<file path="src/hw/rtl/tlvx_pkg.sv">
package tlvx_pkg;

    // frame format limits
    localparam int MaxPayloadBytes = 4;
    localparam int PayloadSlots    = 4;
    localparam int SlotIdxW        = 2;
    localparam int LenW            = 3;
    localparam int CountW          = 3;

    localparam logic [7:0] MaxTypeReset = 8'd8;

    // one recognised frame
    typedef struct packed {
        logic [7:0]                      ftype;
        logic [LenW-1:0]                 length;
        logic [PayloadSlots-1:0][7:0]    payload;
    } frame_t;

    // parser status towards the top level
    typedef struct packed {
        logic in_check;
        logic hit;
    } parse_status_t;

endpackage

</file>
<file path="src/hw/rtl/tlvx_input_stage.sv">
module tlvx_input_stage
    import tlvx_pkg::*;
(
    input  logic       clk,
    input  logic       rst_n,
    input  logic       in_valid,
    output logic       in_ready,
    input  logic [7:0] rx_byte,
    input  logic       consume,
    output logic       held_valid,
    output logic [7:0] held_byte
);

    logic       valid_reg;
    logic       valid_next;
    logic [7:0] byte_reg;

    // slot frees up in the same cycle its item is consumed
    assign in_ready   = !valid_reg || consume;
    assign valid_next = (in_valid && in_ready) || (valid_reg && !consume);

    always_ff @(posedge clk or negedge rst_n)
    begin
        if (!rst_n)
        begin
            valid_reg <= 1'b0;
        end
        else
        begin
            valid_reg <= valid_next;
        end
    end

    always_ff @(posedge clk)
    begin
        if (in_valid && in_ready)
        begin
            byte_reg <= rx_byte;
        end
    end

    assign held_valid = valid_reg;
    assign held_byte  = byte_reg;

endmodule

</file>
<file path="src/hw/rtl/tlvx_parser.sv">
module tlvx_parser
    import tlvx_pkg::*;
(
    input  logic          clk,
    input  logic          rst_n,
    input  logic          step,
    input  logic [7:0]    rx_byte,
    input  logic [7:0]    max_command_type,
    output frame_t        frame,
    output parse_status_t status
);

    typedef enum logic [1:0] {
        PH_TYPE,
        PH_LENGTH,
        PH_DATA,
        PH_CHECK
    } phase_t;

    phase_t                       phase_reg;
    phase_t                       phase_next;
    logic [7:0]                   held_type_reg;
    logic [7:0]                   held_type_next;
    logic [LenW-1:0]              held_length_reg;
    logic [LenW-1:0]              held_length_next;
    logic [CountW-1:0]            count_reg;
    logic [CountW-1:0]            count_next;
    logic [PayloadSlots-1:0][7:0] payload_reg;
    logic [PayloadSlots-1:0][7:0] payload_next;
    logic [7:0]                   xor_reg;
    logic [7:0]                   xor_next;
    logic                         match;

    always_comb
    begin
        phase_next       = phase_reg;
        held_type_next   = held_type_reg;
        held_length_next = held_length_reg;
        count_next       = count_reg;
        payload_next     = payload_reg;
        xor_next         = xor_reg;
        match            = 1'b0;

        case (phase_reg)
            PH_TYPE:
            begin
                if (rx_byte <= max_command_type)
                begin
                    held_type_next = rx_byte;
                    xor_next       = rx_byte;
                    phase_next     = PH_LENGTH;
                end
            end
            PH_LENGTH:
            begin
                if (rx_byte == 8'd0 || rx_byte > 8'(MaxPayloadBytes))
                begin
                    phase_next = PH_TYPE;
                end
                else
                begin
                    held_length_next = rx_byte[LenW-1:0];
                    count_next       = '0;
                    xor_next         = xor_reg ^ rx_byte;
                    phase_next       = PH_DATA;
                end
            end
            PH_DATA:
            begin
                if (count_reg < held_length_reg)
                begin
                    // bytes past the stored slots only enter the checksum
                    if (count_reg < CountW'(PayloadSlots))
                    begin
                        payload_next[count_reg[SlotIdxW-1:0]] = rx_byte;
                    end
                    xor_next   = xor_reg ^ rx_byte;
                    count_next = count_reg + 1'b1;
                end
                if (count_next >= held_length_reg)
                begin
                    phase_next = PH_CHECK;
                end
            end
            PH_CHECK:
            begin
                phase_next = PH_TYPE;
                match      = (rx_byte == xor_reg);
            end
            default:
            begin
                phase_next = PH_TYPE;
            end
        endcase
    end

    always_ff @(posedge clk or negedge rst_n)
    begin
        if (!rst_n)
        begin
            phase_reg       <= PH_TYPE;
            held_type_reg   <= '0;
            held_length_reg <= '0;
            count_reg       <= '0;
            payload_reg     <= '0;
            xor_reg         <= '0;
        end
        else if (step)
        begin
            phase_reg       <= phase_next;
            held_type_reg   <= held_type_next;
            held_length_reg <= held_length_next;
            count_reg       <= count_next;
            payload_reg     <= payload_next;
            xor_reg         <= xor_next;
        end
    end

    assign frame.ftype   = held_type_reg;
    assign frame.length  = held_length_reg;
    assign frame.payload = payload_reg;

    assign status.in_check = (phase_reg == PH_CHECK);
    assign status.hit      = step && match;

endmodule

</file>
<file path="src/hw/rtl/tlvx_output_stage.sv">
module tlvx_output_stage
    import tlvx_pkg::*;
(
    input  logic                        clk,
    input  logic                        rst_n,
    input  logic                        load,
    input  frame_t                      frame,
    output logic                        free,
    output logic                        out_valid,
    input  logic                        out_ready,
    output logic [7:0]                  frame_type,
    output logic [LenW-1:0]             frame_length,
    output logic [8*PayloadSlots-1:0]   frame_payload
);

    logic   valid_reg;
    logic   valid_next;
    frame_t frame_reg;

    // can take a new frame when empty or when the held one leaves now
    assign free       = !valid_reg || out_ready;
    assign valid_next = load || (valid_reg && !out_ready);

    always_ff @(posedge clk or negedge rst_n)
    begin
        if (!rst_n)
        begin
            valid_reg <= 1'b0;
        end
        else
        begin
            valid_reg <= valid_next;
        end
    end

    always_ff @(posedge clk)
    begin
        if (load)
        begin
            frame_reg <= frame;
        end
    end

    assign out_valid     = valid_reg;
    assign frame_type    = frame_reg.ftype;
    assign frame_length  = frame_reg.length;
    assign frame_payload = frame_reg.payload;

endmodule

</file>
<file path="src/hw/rtl/tlv_frame_xor_receiver.sv">
// timing: a byte is registered on acceptance and parsed once the result register has
//   room; a matching checksum byte loads its frame into the result register as it is
//   parsed, so the frame passes the input register and then the result register
// throughput: one byte per cycle while the result side keeps out_ready high
// reset (rst_n, asynchronous, active low): parser waits for a type byte, held fields,
//   payload and checksum clear to zero, max_command_type returns to 8, no item held
module tlv_frame_xor_receiver
    import tlvx_pkg::*;
(
    input  logic                      clk,
    input  logic                      rst_n,
    input  logic                      in_valid,
    output logic                      in_ready,
    input  logic [7:0]                rx_byte,
    output logic                      out_valid,
    input  logic                      out_ready,
    output logic [7:0]                frame_type,
    output logic [LenW-1:0]           frame_length,
    output logic [8*PayloadSlots-1:0] frame_payload,
    input  logic                      cfg_valid,
    output logic                      cfg_ready,
    input  logic [7:0]                max_command_type
);

    logic          byte_valid;
    logic [7:0]    byte_held;
    logic          out_free;
    logic          step;
    logic [7:0]    max_type_reg;
    frame_t        frame;
    parse_status_t status;

    // configuration register, always ready to take a write
    assign cfg_ready = 1'b1;

    always_ff @(posedge clk or negedge rst_n)
    begin
        if (!rst_n)
        begin
            max_type_reg <= MaxTypeReset;
        end
        else if (cfg_valid && cfg_ready)
        begin
            max_type_reg <= max_command_type;
        end
    end

    // input register: holds one received byte, refills while it drains
    tlvx_input_stage u_input_stage (
        .clk        (clk),
        .rst_n      (rst_n),
        .in_valid   (in_valid),
        .in_ready   (in_ready),
        .rx_byte    (rx_byte),
        .consume    (step),
        .held_valid (byte_valid),
        .held_byte  (byte_held)
    );

    // a byte is parsed only when the result register has room, so a
    // matching checksum byte never finds the output slot occupied
    assign step = byte_valid && out_free;

    // frame state machine with running xor and payload bytes
    tlvx_parser u_parser (
        .clk              (clk),
        .rst_n            (rst_n),
        .step             (step),
        .rx_byte          (byte_held),
        .max_command_type (max_type_reg),
        .frame            (frame),
        .status           (status)
    );

    // result register towards the consumer
    tlvx_output_stage u_output_stage (
        .clk           (clk),
        .rst_n         (rst_n),
        .load          (status.hit),
        .frame         (frame),
        .free          (out_free),
        .out_valid     (out_valid),
        .out_ready     (out_ready),
        .frame_type    (frame_type),
        .frame_length  (frame_length),
        .frame_payload (frame_payload)
    );

    // a new result only ever comes from a checksum byte
    a_result_from_check: assert property (
        @(posedge clk) disable iff (!rst_n)
        $rose(out_valid) |-> $past(status.in_check)
    ) else $error("result appeared without a checksum byte");

    // every delivered frame carries a legal length
    a_length_legal: assert property (
        @(posedge clk) disable iff (!rst_n)
        out_valid |-> (frame_length != '0 && frame_length <= LenW'(MaxPayloadBytes))
    ) else $error("frame length out of range");

    // a held byte that is not parsed must not be lost
    a_byte_kept: assert property (
        @(posedge clk) disable iff (!rst_n)
        (byte_valid && !step) |=> byte_valid
    ) else $error("held input byte dropped");

    // no frame is loaded while the result register is full and stalled
    a_no_overwrite: assert property (
        @(posedge clk) disable iff (!rst_n)
        (out_valid && !out_ready) |-> !status.hit
    ) else $error("result register overwritten");

endmodule
</file>
<file path="config.mk">
export PLATFORM = sky130hd
export DESIGN_NAME = tlv_frame_xor_receiver
export DESIGN_NICKNAME = d
export VERILOG_FILES = /design/src/hw/rtl/tlvx_pkg.sv /design/src/hw/rtl/tlvx_input_stage.sv /design/src/hw/rtl/tlvx_parser.sv /design/src/hw/rtl/tlvx_output_stage.sv /design/src/hw/rtl/tlv_frame_xor_receiver.sv
export SDC_FILE = /design/constraint.sdc
export NUM_CORES = 1
export LEC_CHECK = 0
export ABC_AREA = 1
export BUFFER_PORTS_ARGS = -buffer_cell sky130_fd_sc_hd__buf_2
export CAP_MARGIN = 30
export CELL_PAD_IN_SITES_DETAIL_PLACEMENT = 1
export CELL_PAD_IN_SITES_GLOBAL_PLACEMENT = 1
export CORE_MARGIN = 1
export CORE_UTILIZATION = 25
export CTS_BUF_LIST = sky130_fd_sc_hd__clkbuf_16
export CTS_CLUSTER_SIZE = 28
export DETAILED_ROUTE_END_ITERATION = 8
export PLACE_DENSITY = 0.56
export SLEW_MARGIN = 20
export SYNTH_ARGS = -nofsm -noshare
export SYNTH_HDL_FRONTEND = slang
export SYNTH_SLANG_ARGS = --single-unit
</file>
<file path="constraint.sdc">
create_clock -name clk -period 2.59 [get_ports clk]
set_input_delay 0.1295 -clock clk [delete_from_list [all_inputs] [get_ports clk]]
set_output_delay 0.1295 -clock clk [all_outputs]
set_load 0.005 [all_outputs]
</file>
==> results of run 1 <==
==> power by group <==
| part | switching [mW] | internal, mW |
|---|---|---|
| Clock | 0.833 | 1.30 |
| Sequential | 0.130 | 2.13 |
| Combinational | 0.513 | 0.342 |
==> cells by family (layout without fill, tap and decap cells) <==
kind of cell	count (synthesis)	count (layout)	synth area share
and+or+nand+nor	137	137	0.125
DFF	117	117	0.661
AOI/OAI and AO/OA	80	80	0.0914
buffers and inverters	48	171	0.0459
adders and majority gates	22	22	0.0571
xor gates and xnor gates	9	9	0.0164
other	1	1	0.000778
muxes	1	1	0.00234
==> timing repair <==
| action | CTS | global route |
|---|---|---|
| buffers inserted | 0 | 4 |
| gates cloned | 0 | 0 |
| gates resized for setup | 1 | 4 |
| hold buffers | 20 | 0 |
| hold endpoints to repair | 83 | 0 |
| pin swaps | 0 | 3 |
| endpoints found under the setup margin | 1 | 2 |
==> layout by cell type (no fill, tap or decap), types with 8 or more instances in the layout <==
cell / n
clkbuf_16: 17
nand2_1: 68
a21oi_1: 35
buf_4: 13
dlygate4sd3_1: 20
buf_2: 65
edfxtp_1: 51
nor2_1: 44
dfrtp_1: 65
inv_1: 38
ha_1: 21
o21ai_0: 31
o21ai_2: 8
nand3_1: 9
==> routing by layer <==
metal / GRT usage / part of all wire / vias to the layer above
met2: 0.210 / 0.49 / 70
met3: 0.0442 / 0.042 / 16
met5: 0 / 0 / -
met1: 0.144 / 0.45 / 1600
met4: 0.0521 / 0.016 / 0
li1: - / - / 1608
==> through the flow <==
step,util,cells,setup slack (ns)
2_1_floorplan,-,415,0.211
3_3_place_gp,0.291,741,0.189
3_5_place_dp,0.291,741,0.0205
4_1_cts,0.331,793,0.00684
5_1_grt,0.335,798,-0.0329
6_report,0.335,798,0.212
==> critical path, stage by stage (launching register included) <==
cell and delay [ns]:
dfrtp_1 0.40, inv_2 0.09, ha_4 0.21, a21oi_2 0.17
nand2_2 0.13, nor2_4 0.13, nand2_1 0.06, and2_1 0.15
inv_1 0.07, ha_1 0.26, a21oi_2 0.15, nand3_1 0.08
o21ai_1 0.12, inv_1 0.08, nand2_1 0.08, nand2_1 0.05
o21ai_0 0.07
==> final timing paths <==
check	slack, ns	startpoint	endpoint	depth (start not counted)
min	0.04	cfg_valid	max_type_reg[3]	3
min in group asynchronous	0.19	rst_n	u_parser.frame[2]	3
max in group asynchronous	1.80	rst_n	max_type_reg[3]	4
max	0.21	u_parser.held_length_reg[2]	u_parser.phase_reg[0]	16
max reg2reg	0.21	u_parser.held_length_reg[2]	u_parser.phase_reg[0]	16
min reg2reg	0.44	u_parser.frame[4]	u_output_stage.frame_payload[4]	0
==> layout make-up <==
type                       instances  area share
sequential                       117       0.505
multi-input combinational        250       0.227
timing repair buffer             100       0.106
clock buffer                      17      0.0675
tap                              260      0.0516
inverter                          39      0.0232
clock inverter                    15      0.0187
==> flow_summary.json, run 1 <==
{
  "synthArstFlopShare": 0.564,
  "clockBufferDepth": 2,
  "whs_ns": 0.0360,
  "grtUsageTotal": 0.125,
  "arrival_ns": 2.72,
  "multi_input_area_sq_um": 1430,
  "required_ns": 2.93,
  "area.growth.synth_to_final_pct": 30.7,
  "grt_pass1_wl_mm": 18.2,
  "clk_transition_reported_paths_ns": 0.06,
  "hold_viol": 0,
  "ios": 67,
  "ys.flop_type": "dfrtp_1",
  "num_antenna_cells": 0,
  "routed_via_density": 4.13,
  "synth_seq_cells": 117,
  "cp_max_fo": 4,
  "start_util": 0.256,
  "vias": 3294,
  "ys_top_cells_by_area": "dfrtp_1 34%, edfxtp_1 32%, ha_1 5.7%",
  "slew_violations": 0,
  "finalClockSkew_ns": 0.0101,
  "die_w_um": 141,
  "num_rows": 50,
  "grt.overflow.total": 0,
  "numCtsBuffers": 17,
  "synth.most_common_cell": "nand2_1",
  "start_kind": "flip-flop",
  "cts-htree-levels": 4,
  "routabilityCongestion": 0.754,
  "fin_crit_sh": 0.918,
  "port_buffers": 65,
  "finalCriticalPeriod_ns": 2.38,
  "cellPowerDensity_nw_per_um2": 834,
  "placed_cell_area_sq_um": 5480,
  "ir_drop_mv": 0.429,
  "status": "completed",
  "grt_pass1_vias": 3542,
  "fmax_ghz": 0.421,
  "routedWlPerCell_um": 14.1,
  "antenna_found_initial": 0,
  "synth.distinct_cells": 30,
  "synthCells": 415,
  "finalNetCount": 568,
  "synth_edf_count": 51,
  "firstDrtPassIters": 4,
  "syn_area_sq_um": 4820,
  "wirelength_mm": 11.2,
  "worst-setup-path-type": "flip-flop to flip-flop",
  "regArea_sq_um": 3180,
  "dieArea_sq_um": 19800,
  "drtIter0Drc": 114,
  "synth_seq_area_share": 0.661,
  "power.total_mw": 5.25,
  "setup_viol_count_final": 0,
  "cts.root.buffer_cell": "clkbuf_16",
  "clk_latency_ns": 0.42,
  "drive_gt1_frac": 0.255,
  "design_area_sq_um": 6300,
  "ant_nets": 0,
  "cts_tree": "yes",
  "die_h_um": 141,
  "synth_fp_nets": 458,
  "min_path_type": "input port to flip-flop",
  "leakage_nw": 2.79,
  "coreArea_sq_um": 18800,
  "synth_top_area_frac": 0.337,
  "syn_avg_cell_area_sq_um": 11.6,
  "endpoint_kind": "flip-flop",
  "synth_top_area_cell": "dfrtp_1",
  "yosysWarnings": 0,
  "fill_cells": 2089,
  "cts.sinks": 117,
  "synthTopCellsByCount": "68 x nand2_1, 65 x dfrtp_1, 51 x edfxtp_1",
  "fin_tns_setup_ns": 0,
  "grt_max_degree": 67,
  "dp_hpwl_mm": 7.79,
  "drc": 0,
  "cap_violations": 0
}
Note: power is estimated with default switching activity, not from simulation.
==> run 2, diff against run 1 <==
Clock period 2.59 ns to 2.9 ns, I/O delays scaled along.
==> run 2 against run 1 <==
Register-to-register slack improved by 0.09 ns. Sequential cell count unchanged. Die area unchanged. Critical path depth unchanged. Clock power decreased by 6%. First-iteration DRC count increased by 24%. Fmax decreased by 8.5%. Largest power group unchanged. Highest routed layer unchanged.
==> flow_summary.json, run 2 (synthesis results as in run 1) <==
{
  "die_w_um": 141,
  "routedWlPerCell_um": 14.5,
  "placedCellCount": 734,
  "crit_buf_inv": 3,
  "clk_transition_reported_paths_ns": 0.06,
  "fin_tns_setup_ns": 0,
  "dieArea_sq_um": 19800,
  "rrSetupSlack_ns": 0.30,
  "maxUsedRoutingLayer": "met4",
  "coreArea_sq_um": 18800,
  "switchingPower_mw": 1.32,
  "pwr-share-comb": 0.152,
  "cts.sinks": 117,
  "clk_latency_ns": 0.41,
  "wl_met3_um": 442,
  "drc": 0,
  "ant_nets": 0,
  "setup_viol_count_final": 0,
  "layout_setup_ws_ns": 0.300,
  "num_rows": 50,
  "final_cells": 785,
  "finalCriticalPeriod_ns": 2.60,
  "cellPowerDensity_nw_per_um2": 765,
  "die_h_um": 141,
  "p_int_mw": 3.42,
  "rsz0062_at_grt": "no",
  "dp_slack_ns": 0.276,
  "routed_via_density": 4.19,
  "wirelength_mm": 11.4,
  "grtUsageTotal": 0.127,
  "grt.overflow.total": 0,
  "grt_pass1_vias": 3660,
  "status": "completed",
  "vias": 3286,
  "start_util": 0.256,
  "hold_viol": 0,
  "fmax_ghz": 0.385,
  "num_antenna_cells": 0,
  "finalClockSkew_ns": 0.00721,
  "cts_resized": 0,
  "crit_chain": "inv_1, ha_1, a21oi_2, nand2_2, nor2_4, nand2_1, and2_1, inv_1, ha_1, a21oi_1, nand3_1, o21ai_0, inv_1, nand2_1, nand2_1, o21ai_0",
  "routabilityCongestion": 0.751,
  "clkPwrFrac": 0.422,
  "leakage_nw": 2.73,
  "dp_hpwl_mm": 7.78,
  "cap_violations": 0,
  "worst-setup-path-type": "flip-flop to flip-flop",
  "ir_drop_mv": 0.602,
  "numCtsBuffers": 17,
  "layout_common_cells": "68 x nand2_1, 65 x dfrtp_1, 65 x buf_2, 51 x edfxtp_1, 44 x nor2_1",
  "finalNetCount": 555,
  "firstDrtPassIters": 4,
  "area.growth.synth_to_final_pct": 28.7,
  "cp_top_family": "simple AND/OR/NAND/NOR gates",
  "grt_pass1_wl_mm": 18.9,
  "drtIter0Drc": 141,
  "drt-met1-wl_mm": 5.07,
  "swShare": 0.278,
  "slowest_delay_ns": 0.37,
  "drive_gt1_frac": 0.230,
  "min_path_type": "input port to flip-flop",
  "wl_met2_mm": 5.69,
  "arrival_ns": 2.93,
  "slew_violations": 0,
  "cts_tree": "yes",
  "final_common_cell": "nand2_1",
  "cp_max_fo": 5,
  "fin_crit_sh": 0.897,
  "clockBufferDepth": 2,
  "cts-htree-levels": 4,
  "placed_cell_area_sq_um": 5430,
  "cts.root.buffer_cell": "clkbuf_16",
  "required_ns": 3.23,
  "design_area_sq_um": 6200,
  "start_kind": "flip-flop",
  "seqPwrFrac": 0.426,
  "antenna_found_initial": 0,
  "port_buffers": 65,
  "endpoint_kind": "flip-flop",
  "ios": 67,
  "grt_max_degree": 67,
  "slowest_stage": "dfrtp_1"
}
run 2: cell count changes in the layout (fill, tap and decap cells not counted), sizes merged:
cell and change:
buf -11, clkinv -2, clkinvlp +2, dlygate4sd3 -2, bufinv +1, inv -1
run 2: timing repair:
item / in CTS / in global routing
endpoints found under the hold margin: 60 / 0
hold buffers: 18 / 0
buffers inserted: 0 / 0
run 2: worst paths after layout:
path / endpoint / depth (start not counted) / start
setup / recovery: u_parser.phase_reg[0] / 16 / u_parser.held_length_reg[2]
hold / removal: u_output_stage.out_valid / 4 / out_ready
setup reg to reg: u_parser.phase_reg[0] / 16 / u_parser.held_length_reg[2]
hold reg to reg: u_output_stage.frame_type[3] / 0 / u_parser.held_type_reg[3]
max in group asynchronous: max_type_reg[3] / 4 / rst_n
min in group asynchronous: u_parser.frame[2] / 3 / rst_n
run 2: cell type report:
type | instances | area [sq um]
clock inverters | 15 | 141
clock buffers | 17 | 425
multi-input cells | 250 | 1410
flip-flops and latches | 117 | 3180
fillers | 2110 | 12600
inverters | 39 | 146
well taps | 260 | 325
repair buffers | 87 | 568
run 2: per-stage QoR:
| step | util | hold WS (ns) | power, mW |
|---|---|---|---|
| 2_1_floorplan | - | -0.151 | 2.54 |
| 3_3_place_gp | 0.288 | 0.327 | 2.70 |
| 3_5_place_dp | 0.288 | 0.327 | 2.77 |
| 4_1_cts | 0.328 | 0.00791 | 4.80 |
| 5_1_grt | 0.330 | 0.0239 | 4.98 |
| 6_report | 0.330 | 0.0140 | 4.74 |
run 2: power groups by stage:
stage                     combinational [mW]  clock, mW  sequential (mW)
after CTS                              0.735       2.04             2.02
final                                  0.722       2.00             2.02
after detailed placement               0.713          0             2.05
after global placement                 0.654          0             2.04
after floorplan                        0.528          0             2.01
after global routing                   0.833       2.11             2.04
run 2: worst min-delay path, cell delays in order:
cell	delay (ns)
buf_2	0.08
inv_1	0.04
nand2_1	0.07
nand2_1	0.05
run 2: per-layer routing:
layer  track usage  vias up
li1              -     1575
met1         0.146     1621
met2         0.219       74
met3        0.0397       16
met4        0.0515        0
met5             0        -
==> run 3, diff against run 2 <==
Clock period 2.9 ns to 3.04 ns, I/O delays scaled along.
==> run 3 against run 2 <==
Via count is 1.8% lower. Global-route usage is 0.34 points lower. Fmax is 1.6% higher. Final area is 0.28% higher. Die area stayed put. Sequential power is 4% lower. Worst setup slack better by 0.18 ns. Combinational power is 5.8% lower. Non-clock buffer count is 1 lower. Cell count is 0.13% lower. Routed wire length is 2.5% lower.
==> flow_summary.json, run 3 (synthesis results as in run 1) <==
{
  "status": "completed",
  "whs_ns": 0.0268,
  "grtUsageTotal": 0.124,
  "cap_violations": 0,
  "grt_pass1_wl_mm": 18.3,
  "power.total_mw": 4.65,
  "cellPowerDensity_nw_per_um2": 747,
  "ir_drop_mv": 0.356,
  "min_path_type": "input port to flip-flop",
  "drive_gt1_frac": 0.233,
  "coreArea_sq_um": 18800,
  "num_antenna_cells": 0,
  "endpoint_kind": "flip-flop",
  "numCtsBuffers": 17,
  "start_util": 0.256,
  "num_rows": 50,
  "start_kind": "flip-flop",
  "fin_tns_setup_ns": 0,
  "antenna_found_initial": 0,
  "setup_viol_count_final": 0,
  "switchingPower_mw": 1.29,
  "worst-setup-path-type": "flip-flop to flip-flop",
  "slew_violations": 0,
  "firstDrtPassIters": 4,
  "r2r_cells": 15,
  "hold_viol": 0,
  "die_h_um": 141,
  "required_ns": 3.37,
  "cp_max_fo": 5,
  "seqPwrFrac": 0.416,
  "finalNetCount": 554,
  "finalCriticalPeriod_ns": 2.56,
  "cts_resized": 0,
  "arrival_ns": 2.89,
  "die_w_um": 141,
  "routabilityCongestion": 0.755,
  "ant_nets": 0,
  "dp_hpwl_mm": 7.64,
  "clk_latency_ns": 0.41,
  "fmax_ghz": 0.391,
  "grt.overflow.total": 0,
  "grt_pass1_vias": 3526,
  "grt_max_degree": 67,
  "fill_cells": 2088,
  "wirelength_mm": 11.1,
  "cts.sinks": 117,
  "routed_via_density": 4.11,
  "multi_input_area_sq_um": 1410,
  "r2r-start": "u_parser.count_reg[2]",
  "clockBufferDepth": 2,
  "fin_crit_sh": 0.842,
  "area.growth.synth_to_final_pct": 29.1,
  "clkPwrFrac": 0.438,
  "layout_setup_ws_ns": 0.480,
  "final_common_cell": "nand2_1",
  "max_slew.worst_pin.slew_ns": 0.622,
  "regArea_sq_um": 3180,
  "dp_slack_ns": 0.473,
  "cts_tree": "yes",
  "min-delay-start": "out_ready",
  "drc": 0,
  "placedCellCount": 733,
  "p_int_mw": 3.36,
  "relSlewSlack": 0.584,
  "vias": 3226,
  "clk_transition_reported_paths_ns": 0.05,
  "routedWlPerCell_um": 14.2,
  "cts.root.buffer_cell": "clkbuf_16",
  "port_buffers": 65,
  "hold_path_depth": 4,
  "ios": 67,
  "startpoint": "u_parser.count_reg[2]",
  "pwr-share-comb": 0.146,
  "final_cells": 784,
  "layout_common_cells": "68 x nand2_1, 65 x dfrtp_1, 65 x buf_2, 51 x edfxtp_1, 44 x nor2_1",
  "leakage_nw": 2.74,
  "finalClockSkew_ns": 0.00633,
  "drtIter0Drc": 83,
  "dieArea_sq_um": 19800,
  "cts-htree-levels": 4,
  "swShare": 0.276,
  "rsz0062_at_grt": "no"
}
[run 3: changes by cell type in the layout (fill, tap and decap cells not counted), sizes merged]
| cell | delta |
|---|---|
| inv | +1 |
| bufinv | +1 |
| clkinv | +1 |
| buf | -1 |
| clkinvlp | -3 |
[run 3: area by class of cell]
cell class,instances,share of cell area
clock buffers,17,0.0684
clock inverters,15,0.0288
inverters,39,0.0235
multi-input cells,250,0.227
flip-flops and latches,117,0.512
well taps,260,0.0523
repair buffers,86,0.0881
[run 3: timing repair]
| action | CTS | global route |
|---|---|---|
| hold endpoints to repair | 78 | 0 |
| setup buffers | 0 | 0 |
| hold buffers | 18 | 0 |
[run 3: stage by stage]
| stage | utilization | area [sq um] |
|---|---|---|
| after floorplan | - | 4820 |
| after detailed placement | 0.287 | 5410 |
| after global placement | 0.287 | 5410 |
| after global routing | 0.330 | 6220 |
| after CTS | 0.329 | 6190 |
| final | 0.330 | 6220 |
[run 3: per-layer routing]
metal	vias up	track usage	share of wire
li1	1575	-	-
met1	1568	0.144	0.44
met2	73	0.212	0.50
met3	10	0.0377	0.046
met4	0	0.0503	0.011
met5	-	0	0
[run 3: path summary, 6_finish.rpt]
check	endpoint	slack [ns]
setup / recovery	u_parser.phase_reg[0]	0.48
max in group asynchronous	max_type_reg[3]	2.19
hold reg to reg	u_output_stage.frame_type[2]	0.45
hold / removal	u_output_stage.out_valid	0.03
min in group asynchronous	u_parser.frame[0]	0.25
setup reg to reg	u_parser.phase_reg[0]	0.48
[run 3: power by group through the flow]
| stage | combinational (mW) | sequential [mW] | clock, mW |
|---|---|---|---|
| 3_5_place_dp | 0.670 | 1.97 | 0 |
| 5_1_grt | 0.787 | 1.96 | 2.15 |
| 3_3_place_gp | 0.621 | 1.95 | 0 |
| 4_1_cts | 0.692 | 1.94 | 2.08 |
| 6_report | 0.680 | 1.93 | 2.03 |
| 2_1_floorplan | 0.504 | 1.92 | 0 |
[run 3: worst max-delay path, cell delays in order (launching register included)]
cell	delay, ns
dfrtp_1	0.44
ha_1	0.35
a21oi_2	0.18
nand2_2	0.13
nor2_4	0.13
nand2_1	0.05
and2_1	0.15
inv_1	0.08
ha_1	0.26
a21oi_1	0.17
nand3_1	0.08
o21ai_0	0.16
inv_1	0.10
nand2_1	0.09
nand2_1	0.05
o21ai_0	0.07
